### src/hdl/stcc_pkg.sv
// Shared types and constants for the stacking conveyor count control.
// Holds zone state codes, motor command codes, timing limits and the window test.
// No dependencies.
`timescale 1ns / 1ps
`default_nettype none

package stcc_pkg;

    typedef logic [30:0] time_ms_t;
    typedef logic [17:0] span_t;
    typedef logic [2:0]  zone_t;
    typedef logic [1:0]  cmd_t;

    localparam zone_t ZS_UNKNOWN     = 3'd0;
    localparam zone_t ZS_FREE        = 3'd1;
    localparam zone_t ZS_BUSY        = 3'd2;
    localparam zone_t ZS_STACK_READY = 3'd3;
    localparam zone_t ZS_ERROR       = 3'd4;

    localparam cmd_t CMD_NONE = 2'd0;
    localparam cmd_t CMD_FWD  = 2'd1;
    localparam cmd_t CMD_STOP = 2'd2;

    localparam logic [1:0] CFG_PASS_TIME    = 2'd0;
    localparam logic [1:0] CFG_STACK_TARGET = 2'd1;

    localparam span_t    JAM_TIMEOUT_MS  = 18'd90000;
    localparam time_ms_t TIME_CEILING_MS = 31'd99000;

    localparam logic [16:0] PASS_TIME_RESET    = 17'd1000;
    localparam logic [7:0]  STACK_TARGET_RESET = 8'd4;
    localparam span_t       LONG_SPAN_RESET    = 18'd1200;

    // floor(x / 5) = (x * ceil(2^22 / 5)) >> 22, exact for x below 2^20
    localparam logic [19:0] DIV5_RECIP = 20'd838861;
    localparam int          DIV5_SHIFT = 22;

    // True once more than span ms and at most the ceiling have passed since start.
    // An idle timer (zero) or a clock that went backwards never passes.
    function automatic logic win_passed(time_ms_t start, time_ms_t now, span_t span);
        time_ms_t delta;
        delta = now - start;
        return (start != '0) && (start < now) && (delta > 31'(span))
               && (delta <= TIME_CEILING_MS);
    endfunction

endpackage

`default_nettype wire

### src/hdl/stacking_conveyor_count_control.sv
// Stacking conveyor count control: zone state machine, exit counting and belt timers.
// Pipeline: input register and result register, with the state update between the two.
// Throughput: one transaction per cycle unless m_ready holds back the result.
// Reset (aresetn low, synchronous): zone unknown, timer idle, count and flags cleared,
// pass time 1000 ms, stack target 4; both pipeline stages empty.
// Depends on stcc_pkg.
`timescale 1ns / 1ps
`default_nettype none

module stacking_conveyor_count_control (
    input  wire                     aclk,
    input  wire                     aresetn,
    // configuration write channel
    input  wire                     cfg_valid,
    output logic                    cfg_ready,
    input  wire  [7:0]              cfg_index,
    input  wire  [16:0]             cfg_data,
    // scan tick input channel
    input  wire                     s_valid,
    output logic                    s_ready,
    input  wire  [30:0]             s_now_ms,
    input  wire                     s_enter_sensor,
    input  wire                     s_exit_sensor,
    input  wire                     s_entry_pushed,
    input  wire                     s_drive_ready,
    input  wire                     s_product_taken,
    input  wire                     s_reset_request,
    // result channel
    output logic                    m_valid,
    input  wire                     m_ready,
    output stcc_pkg::cmd_t          m_motor_command,
    output stcc_pkg::zone_t         m_zone_state,
    output logic [7:0]              m_product_count,
    output logic                    m_ready_to_receive
);

    import stcc_pkg::*;

    // ------------------------------------------------------------------
    // Configuration registers. The long window floor(pass*6/5) is formed
    // at write time with a reciprocal multiply, so the tick path sees a
    // plain register.
    // ------------------------------------------------------------------
    logic [16:0] pass_time_reg;
    span_t       long_span_reg;
    logic [7:0]  stack_target_reg;

    logic [19:0] pass_x6;
    logic [39:0] div5_prod;
    logic        cfg_fire;

    assign cfg_ready = 1'b1;
    assign cfg_fire  = cfg_valid & cfg_ready;
    assign pass_x6   = 20'(cfg_data) * 20'd6;
    assign div5_prod = 40'(pass_x6) * 40'(DIV5_RECIP);

    always_ff @(posedge aclk) begin
        if (!aresetn) begin
            pass_time_reg    <= PASS_TIME_RESET;
            long_span_reg    <= LONG_SPAN_RESET;
            stack_target_reg <= STACK_TARGET_RESET;
        end else if (cfg_fire) begin
            if (cfg_index == 8'(CFG_PASS_TIME)) begin
                pass_time_reg <= cfg_data;
                long_span_reg <= div5_prod[DIV5_SHIFT +: 18];
            end else if (cfg_index == 8'(CFG_STACK_TARGET)) begin
                stack_target_reg <= cfg_data[7:0];
            end
        end
    end

    // ------------------------------------------------------------------
    // Input register: hold one scan tick; advance when the compute stage
    // can push its result into the output register.
    // ------------------------------------------------------------------
    logic     in_valid_reg;
    time_ms_t in_now_reg;
    logic     in_enter_reg;
    logic     in_exit_reg;
    logic     in_drive_reg;
    logic     in_taken_reg;
    logic     in_rst_reg;

    logic     step_fire;

    assign step_fire = in_valid_reg & (~m_valid | m_ready);
    assign s_ready   = ~in_valid_reg | step_fire;

    always_ff @(posedge aclk) begin
        if (!aresetn) begin
            in_valid_reg <= 1'b0;
        end else if (s_ready) begin
            in_valid_reg <= s_valid;
        end
    end

    always_ff @(posedge aclk) begin
        if (s_valid && s_ready) begin
            in_now_reg   <= s_now_ms;
            // an upstream push counts as the entry sensor for this tick
            in_enter_reg <= s_enter_sensor | s_entry_pushed;
            in_exit_reg  <= s_exit_sensor;
            in_drive_reg <= s_drive_ready;
            in_taken_reg <= s_product_taken;
            in_rst_reg   <= s_reset_request;
        end
    end

    // ------------------------------------------------------------------
    // Zone state.
    // ------------------------------------------------------------------
    zone_t    zone_reg, zone_next;
    time_ms_t run_start_reg, run_start_next;
    logic [7:0] count_reg, count_next;
    logic     exit_seen_reg, exit_seen_next;
    logic     stack_complete_reg, stack_complete_next;
    logic     taken_latch_reg, taken_latch_next;
    cmd_t     cmd_next;
    logic     rtr_next;

    always_comb begin
        zone_next           = zone_reg;
        run_start_next      = run_start_reg;
        count_next          = count_reg;
        exit_seen_next      = exit_seen_reg;
        stack_complete_next = stack_complete_reg;
        taken_latch_next    = taken_latch_reg | in_taken_reg;
        cmd_next            = CMD_NONE;

        // Count rising levels of the exit sensor while the drive is ready;
        // an overcount drops straight to error before the state machine runs.
        if (in_drive_reg) begin
            if (in_exit_reg) begin
                if (!exit_seen_reg) begin
                    if (count_reg != 8'hFF) begin
                        count_next = count_reg + 8'd1;
                    end
                    exit_seen_next = 1'b1;
                end
            end else begin
                exit_seen_next = 1'b0;
            end
            if (count_next > stack_target_reg) begin
                zone_next = ZS_ERROR;
            end
        end

        case (zone_next)
            ZS_UNKNOWN: begin
                if (in_enter_reg || in_exit_reg) begin
                    if (run_start_reg != '0) begin
                        cmd_next       = CMD_STOP;
                        run_start_next = '0;
                    end else begin
                        run_start_next = in_now_reg;
                        cmd_next       = CMD_FWD;
                        zone_next      = ZS_FREE;
                    end
                end
            end
            ZS_FREE: begin
                if (in_enter_reg) begin
                    run_start_next = in_now_reg;
                    cmd_next       = CMD_FWD;
                end
                if (win_passed(run_start_next, in_now_reg, JAM_TIMEOUT_MS)) begin
                    cmd_next  = CMD_STOP;
                    zone_next = ZS_ERROR;
                end
                // a full stack wins over a jam in the same tick
                if (count_next == stack_target_reg) begin
                    zone_next           = ZS_BUSY;
                    run_start_next      = '0;
                    stack_complete_next = 1'b1;
                end else if (win_passed(run_start_next, in_now_reg,
                                        18'(pass_time_reg))) begin
                    cmd_next       = CMD_STOP;
                    run_start_next = '0;
                end
            end
            ZS_BUSY: begin
                if (run_start_reg == '0) begin
                    run_start_next = in_now_reg;
                    cmd_next       = CMD_FWD;
                end
                if (win_passed(run_start_next, in_now_reg, long_span_reg)) begin
                    cmd_next = CMD_STOP;
                end
                if (stack_complete_reg) begin
                    taken_latch_next = 1'b0;
                    zone_next        = ZS_STACK_READY;
                end
                stack_complete_next = 1'b0;
            end
            ZS_STACK_READY: begin
                if (taken_latch_next) begin
                    count_next       = '0;
                    taken_latch_next = 1'b0;
                    zone_next        = ZS_FREE;
                end
                if (win_passed(run_start_reg, in_now_reg, long_span_reg)) begin
                    cmd_next = CMD_STOP;
                end
            end
            ZS_ERROR: begin
                cmd_next = CMD_STOP;
                if (in_rst_reg) begin
                    count_next = '0;
                    zone_next  = ZS_UNKNOWN;
                end
            end
            default: begin
            end
        endcase

        rtr_next = (zone_next == ZS_FREE) && (count_next < stack_target_reg);
    end

    always_ff @(posedge aclk) begin
        if (!aresetn) begin
            zone_reg           <= ZS_UNKNOWN;
            run_start_reg      <= '0;
            count_reg          <= '0;
            exit_seen_reg      <= 1'b0;
            stack_complete_reg <= 1'b0;
            taken_latch_reg    <= 1'b0;
        end else if (step_fire) begin
            zone_reg           <= zone_next;
            run_start_reg      <= run_start_next;
            count_reg          <= count_next;
            exit_seen_reg      <= exit_seen_next;
            stack_complete_reg <= stack_complete_next;
            taken_latch_reg    <= taken_latch_next;
        end
    end

    // ------------------------------------------------------------------
    // Result register: hold the result until the transaction completes.
    // ------------------------------------------------------------------
    logic m_valid_reg;

    always_ff @(posedge aclk) begin
        if (!aresetn) begin
            m_valid_reg <= 1'b0;
        end else if (step_fire) begin
            m_valid_reg <= 1'b1;
        end else if (m_ready) begin
            m_valid_reg <= 1'b0;
        end
    end

    always_ff @(posedge aclk) begin
        if (step_fire) begin
            m_motor_command    <= cmd_next;
            m_zone_state       <= zone_next;
            m_product_count    <= count_next;
            m_ready_to_receive <= rtr_next;
        end
    end

    assign m_valid = m_valid_reg;

    // ------------------------------------------------------------------
    // Checks
    // ------------------------------------------------------------------
    a_rtr_only_free: assert property (@(posedge aclk) disable iff (!aresetn)
        m_valid && m_ready_to_receive |-> m_zone_state == ZS_FREE)
        else $error("ready_to_receive outside free state");

    a_error_stops: assert property (@(posedge aclk) disable iff (!aresetn)
        m_valid && (m_zone_state == ZS_ERROR) |-> m_motor_command == CMD_STOP)
        else $error("error state without stop command");

    a_stack_flag_cleared: assert property (@(posedge aclk) disable iff (!aresetn)
        zone_reg == ZS_STACK_READY |-> !stack_complete_reg)
        else $error("stack complete flag left set in stack ready");

    a_stall_holds_input: assert property (@(posedge aclk) disable iff (!aresetn)
        !s_ready |-> in_valid_reg && m_valid && !m_ready)
        else $error("input stalled without a blocked result");

    a_step_loads_result: assert property (@(posedge aclk) disable iff (!aresetn)
        step_fire |=> m_valid)
        else $error("computed tick did not reach the result register");

endmodule

`default_nettype wire
### config.mk
export PLATFORM = sky130hd
export DESIGN_NAME = stacking_conveyor_count_control
export DESIGN_NICKNAME = d
export VERILOG_FILES = /design/src/hdl/stcc_pkg.sv /design/src/hdl/stacking_conveyor_count_control.sv
export SDC_FILE = /design/constraint.sdc
export NUM_CORES = 1
export LEC_CHECK = 0
export ABC_AREA = 1
export CORE_MARGIN = 2
export CORE_UTILIZATION = 70
export DETAILED_ROUTE_END_ITERATION = 10
export DONT_BUFFER_PORTS = 1
export GPL_TIMING_DRIVEN = 0
export PLACE_DENSITY = 0.86
export SYNTH_ARGS = -nofsm -noshare
export SYNTH_HDL_FRONTEND = slang
export SYNTH_SLANG_ARGS = --single-unit
### constraint.sdc
create_clock -name aclk -period 12.33 [get_ports aclk]
set_clock_uncertainty 0.15 [all_clocks]
set_input_delay 0.6165 -clock aclk [delete_from_list [all_inputs] [get_ports aclk]]
set_output_delay 0.6165 -clock aclk [all_outputs]
set_load 0.02 [all_outputs]
Word level (Yosys, flattened, before mapping)
Index checks and enable logic that the tools add are counted.
- order comparisons: 12
- shift operators: 0
- mux-type cells: 44
- bitwise operators: 8
- equality and inequality tests: 10
- multiply operators: 2
- add/sub/neg operators: 4
- div/mod/pow operators: 0
- reductions and logical operators: 28
- operator list (kind ; count):
    31-bit two-way mux ; 8
    31-bit by 17-bit <= comparator with 1-bit output (second input constant) ; 3
    31-bit < comparator ; 3
    31-bit case mux with 3 select lines ; 1
    31-bit nonzero test ; 3
    31-bit subtractor ; 3
    31-bit by 18-bit > comparator with 1-bit output ; 2
    8-bit two-way mux ; 7
    19-bit by 20-bit multiplier with 39-bit output (second input constant) ; 1
    31-bit by 17-bit > comparator with 1-bit output ; 1
    31-bit by 17-bit > comparator with 1-bit output (second input constant) ; 1
    31-bit logical NOT ; 1
    3-bit two-way mux ; 9
    17-bit by 2-bit multiplier with 19-bit output (second input constant) ; 1
    8-bit case mux with 2 select lines ; 1
    3-bit case mux with 5 select lines ; 1
    2-bit two-way mux ; 7
    1-bit logical AND ; 13
    2-bit case mux with 5 select lines ; 1
    3-bit AND reduction ; 3
    8-bit by 1-bit adder with 8-bit output (second input constant) ; 1
    8-bit by 1-bit == test with 1-bit output (second input constant) ; 1
    8-bit == test ; 1
    8-bit > comparator ; 1
    other kinds (17) ; 34
- bits of input ports: 67
- ROM bits: 0
- bits in writable memories: 0
- memories: 0
- logic and storage cells: 129
- register bits after elaboration: 140
- latch bits: 0
- output and inout bits: 17

Logic depth before layout (Yosys ltp)
Gate-level depths: netlist (run 1).
- word-level depth: 19
- gate-level depth with buffers: 41
- gate-level depth less buffers: 41

Least setup slack after synthesis (run 1)
Ideal clock, no wire load.
- path type: in2reg
- from: input port cfg_data[0]
- to: register long_span_reg[5]
- arrival: 6.926 ns
- cell stages on the path: 28
- slack: 5.116 ns
- buffers on the path: 0
- cell sequence: ha_1 fa_1 a21oi_1 o21bai_1 a21oi_1 o21ai_0 nand3_1 nand2_1 xor2_1 ha_1 fa_1 inv_1 fa_1 inv_1 fa_1 fa_1 inv_1 fa_1 inv_1 ha_1 nand2_1 nor3_1 inv_1 o21ai_0 a21oi_1 or2_2 nand3_1 o211ai_1
- word-level cells in the longest chain between the ends: 2
- RTL lines (item ; line ; source):
    start: declaration ; stacking_conveyor_count_control.sv:17 ; input wire [16:0] cfg_data,
    17-bit by 2-bit multiplier with 19-bit output ; stacking_conveyor_count_control.sv:54 ; assign pass_x6 = 20'(cfg_data) * 20'd6;
    19-bit by 20-bit multiplier with 39-bit output ; stacking_conveyor_count_control.sv:55 ; assign div5_prod = 40'(pass_x6) * 40'(DIV5_RECIP);
    end signal: assignment ; stacking_conveyor_count_control.sv:65 ; long_span_reg <= div5_prod[DIV5_SHIFT +: 18];
    end: declaration ; stacking_conveyor_count_control.sv:45 ; span_t long_span_reg;
No other way between the ends.
A chain may end at the register's enable or synchronous reset.

Worst setup path in the final report (run 1)
- from: input port cfg_data[0]
- to: register long_span_reg[17]
Same word-level chain as after synthesis.

==> qor.txt, run 1 <==
Status: finished, violations left
Failing checks: design-rule violations
Clock-pin slew on the worst setup and hold paths: 0.07 ns
Crit-path max cell delay: 0.71 ns
Top cell family by delay on the critical path: adder cells
Unrepaired setup endpoints after global routing: no
CP Capture Type: flop
IO Pins: 84
Setup CP Type: in -> reg
Critical R2R Launch: run_start_reg[1]
Synthesis-stage register bit count: 140
Hold endpoint: in_now_reg[14]
Die height: 184 µm
Max H-tree Level: 4
Grt total ovfl: 0
Final min period: 8.56 ns
Hold Buf Count CTS: 0
Area growth from synthesis to layout: 5.28%
Mapped Nets: 4067
Clock latency on the worst-skew pair: 0.46 ns
Setup slack, reg-to-reg: 6.18 ns
Dpl hpwl: 65800 µm
Sequential Area: 3300 µm²
Max-slew headroom: 16.2%
Initial antenna violation count: 2
TritonCTS Buffers: 17
Min-delay src: s_now_ms[14]
Final ANT Viol Nets: 0
Fmax achieved: 117 MHz
Sequential area share after synthesis: 14.5%
Asr flop ratio synth: 0%
M1 wire length: 29800 µm
Highest metal used: met5
Vias in the first global route: 24403
Met2 wire len: 34100 µm
Most frequent cells in the layout: 916 x nand2_1, 702 x inv_1, 340 x nor2_1
Port Buffers: 0
# clock sinks: 140
Postcts setup bufs: 0
Synthesized area per cell: 6.36 µm²
Synthesis warning total: 0
CTS resizes: 0
Iteration-0 DRC Markers: 3401
Share of cells above drive strength 1: 3.37%
Number of enable flip-flop cells after synthesis: 50
Vias: 25023
R2r endpoint: m_motor_command[0]
Synth Cell Area: 22800 µm²
CP required: 12.57 ns
First-pass GRT wire length: 124000 µm
GPL Wtd Cong: 1.04
Max-slew violations: 0
Hold Vio Cnt, Final: 0
Setup-failing EPs final: 0
Post-placement cell count: 4026
Total wire length: 78900 µm
Final TNS setup: 0 ns
R2R depth: 33
Nets: 4087
Clock buffer depth: 2
GRT Util Overall: 46.9%
Filler cells: 2614
Worst Path Max Fanout: 7
CTS tree: done
DRC: 3
Routed vias/inst: 6.16
Final core occ: 74.3%
Core area: 32300 µm²
WL met3: 10000 µm
Post-Synthesis Cells: 3583
Multi-input logic area: 16600 µm²
Pre-antenna DRT Iters: 11
Buf+Inv Stages, Crit Path: 3
Worst hold path depth: 0
Pin count of the biggest net entering global routing: 33
Die width: 184 µm
Yosys cell types: 59
Period utilization: 69.4%
Arrival time at the worst endpoint: 8.80 ns
Row count: 66
Most frequent CP cell: fa_1
Maxcap violations: 0
Root Buffer: clkbuf_16
Commonest non-fill, non-tap cell in the layout: nand2_1
Non-filler cells, final: 4059
Initial core utilization: 70.6%
Die ar.: 34000 µm²
HP Class: in -> reg
Actual slew at the worst max-slew pin: 1.26 ns
Startpoint types: input pin
Drt wl/cell: 19.4 µm
Top FF cell, synth: dfxtp_1
Critical-path top delay cell: nor4_1
==> worst max-delay path by stage <==
stage	start	cells past startpoint	endpoint	slack, ns
floorplan	cfg_data[0]	28	long_span_reg[5]	5.12
global placement	cfg_data[0]	33	long_span_reg[17]	4.09
detailed placement	cfg_data[0]	28	long_span_reg[5]	3.73
CTS	cfg_data[0]	28	long_span_reg[5]	4.16
global route	cfg_data[0]	28	long_span_reg[17]	3.47
finish	cfg_data[0]	28	long_span_reg[17]	3.77
==> through the flow <==
step,setup slack (ns),hold slack [ns],cell area [µm²]
finish,3.77,0.0975,24000
global route,3.47,0.0993,24000
CTS,4.16,0.0968,24000
detailed placement,3.73,0.309,23400
global placement,4.09,0.294,23300
floorplan,5.12,0.279,22800
==> cell usage after synthesis (11+ instances only) <==
cell type / n / area share, %
buf_2: 15 / 0.33
nand3_2: 12 / 0.53
nand4_1: 56 / 1.5
nor2_1: 340 / 5.6
xor2_1: 44 / 1.7
a21o_1: 12 / 0.40
nor2_2: 15 / 0.41
edfxtp_1: 50 / 6.6
o21bai_1: 12 / 0.40
clkbuf_1: 26 / 0.43
fa_1: 101 / 8.9
nand3b_1: 19 / 0.63
xnor2_1: 11 / 0.42
nand3_1: 204 / 4.5
dfxtp_1: 90 / 7.9
a21oi_2: 11 / 0.42
o21ai_0: 177 / 3.9
a21oi_1: 245 / 5.4
a31oi_1: 14 / 0.38
nor4_1: 11 / 0.30
nand2_1: 916 / 15
o22ai_1: 23 / 0.63
nor3_1: 44 / 0.97
inv_1: 703 / 12
ha_1: 316 / 17
o211ai_1: 21 / 0.69
==> metal layers <==
layer,GRT usage [%],vias up
met5,0,-
met4,26.7,2
met3,12.1,414
met2,74.1,1737
met1,58.1,11267
li1,-,11603
==> final cells by class <==
type,count,area share [%]
multi-input combinational,2683,69.1
sequential,140,13.8
inverter,713,11.2
tap,442,2.31
clock buffer,17,1.77
buffer,47,0.954
clock inverter,15,0.840
timing repair buffer,1,0.0834
antenna,1,0.0104
==> worst register-to-register path: cells and delay by family, from the launching register on <==
kind / cells / cell delay, ns
AOI/OAI and AO/OA: 1 / 0.16
adders and majority gates: 2 / 0.68
buffers and inverters: 4 / 0.71
DFF: 1 / 0.32
and+or+nand+nor: 26 / 3.86
==> kinds of logic (layout without fill, tap and decap cells) <==
| kind of cell | Yosys count | count (layout) | synth area share, % |
|---|---|---|---|
| fa+ha+maj | 417 | 417 | 26.2 |
| flops | 140 | 140 | 14.5 |
| xor+xnor | 55 | 55 | 2.11 |
| compound gates | 563 | 563 | 13.8 |
| simple gates | 1647 | 1647 | 30.6 |
| other cells | 1 | 2 | 0.0165 |
| buf+inv | 760 | 793 | 12.8 |
Power of run 1 is left out: the tool's default activity adds up to more than one toggle a clock period on the data nets, which glitch-free logic cannot reach.
==> run 2, diff against run 1 <==
CORE_UTILIZATION = 61   (was 70)
PLACE_DENSITY = 0.8   (was 0.86)
clock period = 7.1 ns   (was 12.33 ns; I/O delays follow)
==> run 2 against run 1 <==
Net effect: the run now ends clean; die area up 14%; register-to-register slack worse by 5.1 ns; setup slack worse by 3.6 ns; cell area up 4.1%; sequential share of layout area down 0.55 points; critical path depth up 6; first-iteration DRC count down 22%; non-clock buffer count up 64; flip-flop and latch count unchanged; hold slack worse by 0.062 ns; via count down 1.1%; highest routed layer is now met4.
==> qor.txt, run 2 (synthesis gave the netlist of run 1 again) <==
Worst Path Max Fanout: 7
Port Buffers: 0
Clock-pin slew on the worst setup and hold paths: 0.07 ns
Highest metal used: met4
Crit-path max cell delay: 0.61 ns
Clock latency on the worst-skew pair: 0.47 ns
Setup CP Type: in -> reg
Nets: 4151
Period utilization: 97.6%
Dpl hpwl: 67800 µm
Die height: 197 µm
Vias in the first global route: 23603
DRC: 0
Share of cells above drive strength 1: 5.68%
HP Class: in -> reg
Clock buffer depth: 2
First-pass GRT wire length: 126000 µm
Pre-antenna DRT Iters: 7
Filler cells: 3286
Routed vias/inst: 5.96
Fmax achieved: 144 MHz
CP required: 7.37 ns
CP Capture Type: flop
Max-slew headroom: 17.0%
GRT Util Overall: 42.2%
Hold Vio Cnt, Final: 0
WL met3: 10400 µm
Total wire length: 82200 µm
Met2 wire len: 34300 µm
Drt wl/cell: 19.8 µm
Final min period: 6.93 ns
Max-slew violations: 0
Maxcap violations: 0
TritonCTS Buffers: 17
Startpoint types: input pin
Max H-tree Level: 4
Arrival time at the worst endpoint: 7.20 ns
Final Worst Setup Slack: 0.169 ns
Row count: 70
Die ar.: 38900 µm²
Actual slew at the worst max-slew pin: 1.24 ns
Grt total ovfl: 0
Buf+Inv Stages, Crit Path: 7
Core area: 36700 µm²
Initial antenna violation count: 2
Top cell family by delay on the critical path: adder cells
Initial core utilization: 62.1%
Cell Area, Placed: 23400 µm²
Place WS: -1.22 ns
Most frequent cells in the layout: 903 x nand2_1, 697 x inv_1, 337 x nor2_1
Commonest non-fill, non-tap cell in the layout: nand2_1
CTS tree: done
Final ANT Viol Nets: 0
# clock sinks: 140
Vias: 24742
Area growth from synthesis to layout: 9.64%
Fin area: 25000 µm²
Status: complete, no violations
IO Pins: 84
Iteration-0 DRC Markers: 2664
Critical-path top delay cell: fa_2
Die width: 197 µm
GPL Wtd Cong: 1.05
Root Buffer: clkbuf_16
Setup-failing EPs final: 0
Pin count of the biggest net entering global routing: 37
Final TNS setup: 0 ns
Final core occ: 68.1%
M1 wire length: 33500 µm
-- run 2: changes by cell type in the layout (fill, tap and decap cells not counted), moves of 9 or more --
| cell | previous run | this run |
|---|---|---|
| fa_1 | 101 | 92 |
| nand2_2 | 5 | 17 |
| nand2_1 | 916 | 903 |
| a21oi_1 | 245 | 236 |
| ha_1 | 316 | 305 |
| dlygate4sd3_1 | 0 | 49 |
| buf_4 | 3 | 18 |
| ha_4 | 0 | 9 |
| fa_2 | 0 | 9 |
-- run 2: area by class of cell --
class	instances	area, µm²	area share, %
antenna	3	7.51	0.0300
buffer	47	229	0.916
clock buffer	18	450	1.80
clock inverter	14	124	0.496
inverter	713	2680	10.7
multi-input combinational	2683	17000	68.0
sequential	140	3300	13.2
tap	468	586	2.34
timing repair buffer	65	623	2.49
-- run 2: path summary, 6_finish.rpt --
check / cells past startpoint / end / from / slack [ns]
worst max register to register: 30 / m_motor_command[1] / run_start_reg[1] / 1.10
worst max-delay path: 34 / long_span_reg[17] / cfg_data[0] / 0.17
worst min-delay path: 2 / pass_time_reg[1] / cfg_data[1] / 0.04
worst min register to register: 2 / pass_time_reg[1] / pass_time_reg[1] / 0.32
-- run 2: per-layer routing --
layer | track usage (%) | vias to the layer above
met5 | 0 | -
met4 | 17.9 | 0
met1 | 56.5 | 11321
li1 | - | 11726
met2 | 64.3 | 1409
met3 | 11.1 | 286
-- run 2: timing repair --
item | in CTS | in global routing
endpoints found under the hold margin | 52 | 0
gates resized for setup | 16 | 76
gates cloned | 0 | 0
hold buffers | 49 | 0
buffers inserted | 2 | 14
pin swaps | 3 | 34
setup endpoints to repair | 16 | 18
-- run 2: metrics by stage --
step | hold slack, ns | instances
6_report | 0.0356 | 4151
5_1_grt | 0.0644 | 4150
4_1_cts | 0.0267 | 4134
3_5_place_dp | 0.304 | 4051
3_3_place_gp | 0.294 | 4051
2_1_floorplan | 0.279 | 3583
Power of run 2 is left out for the same reason.
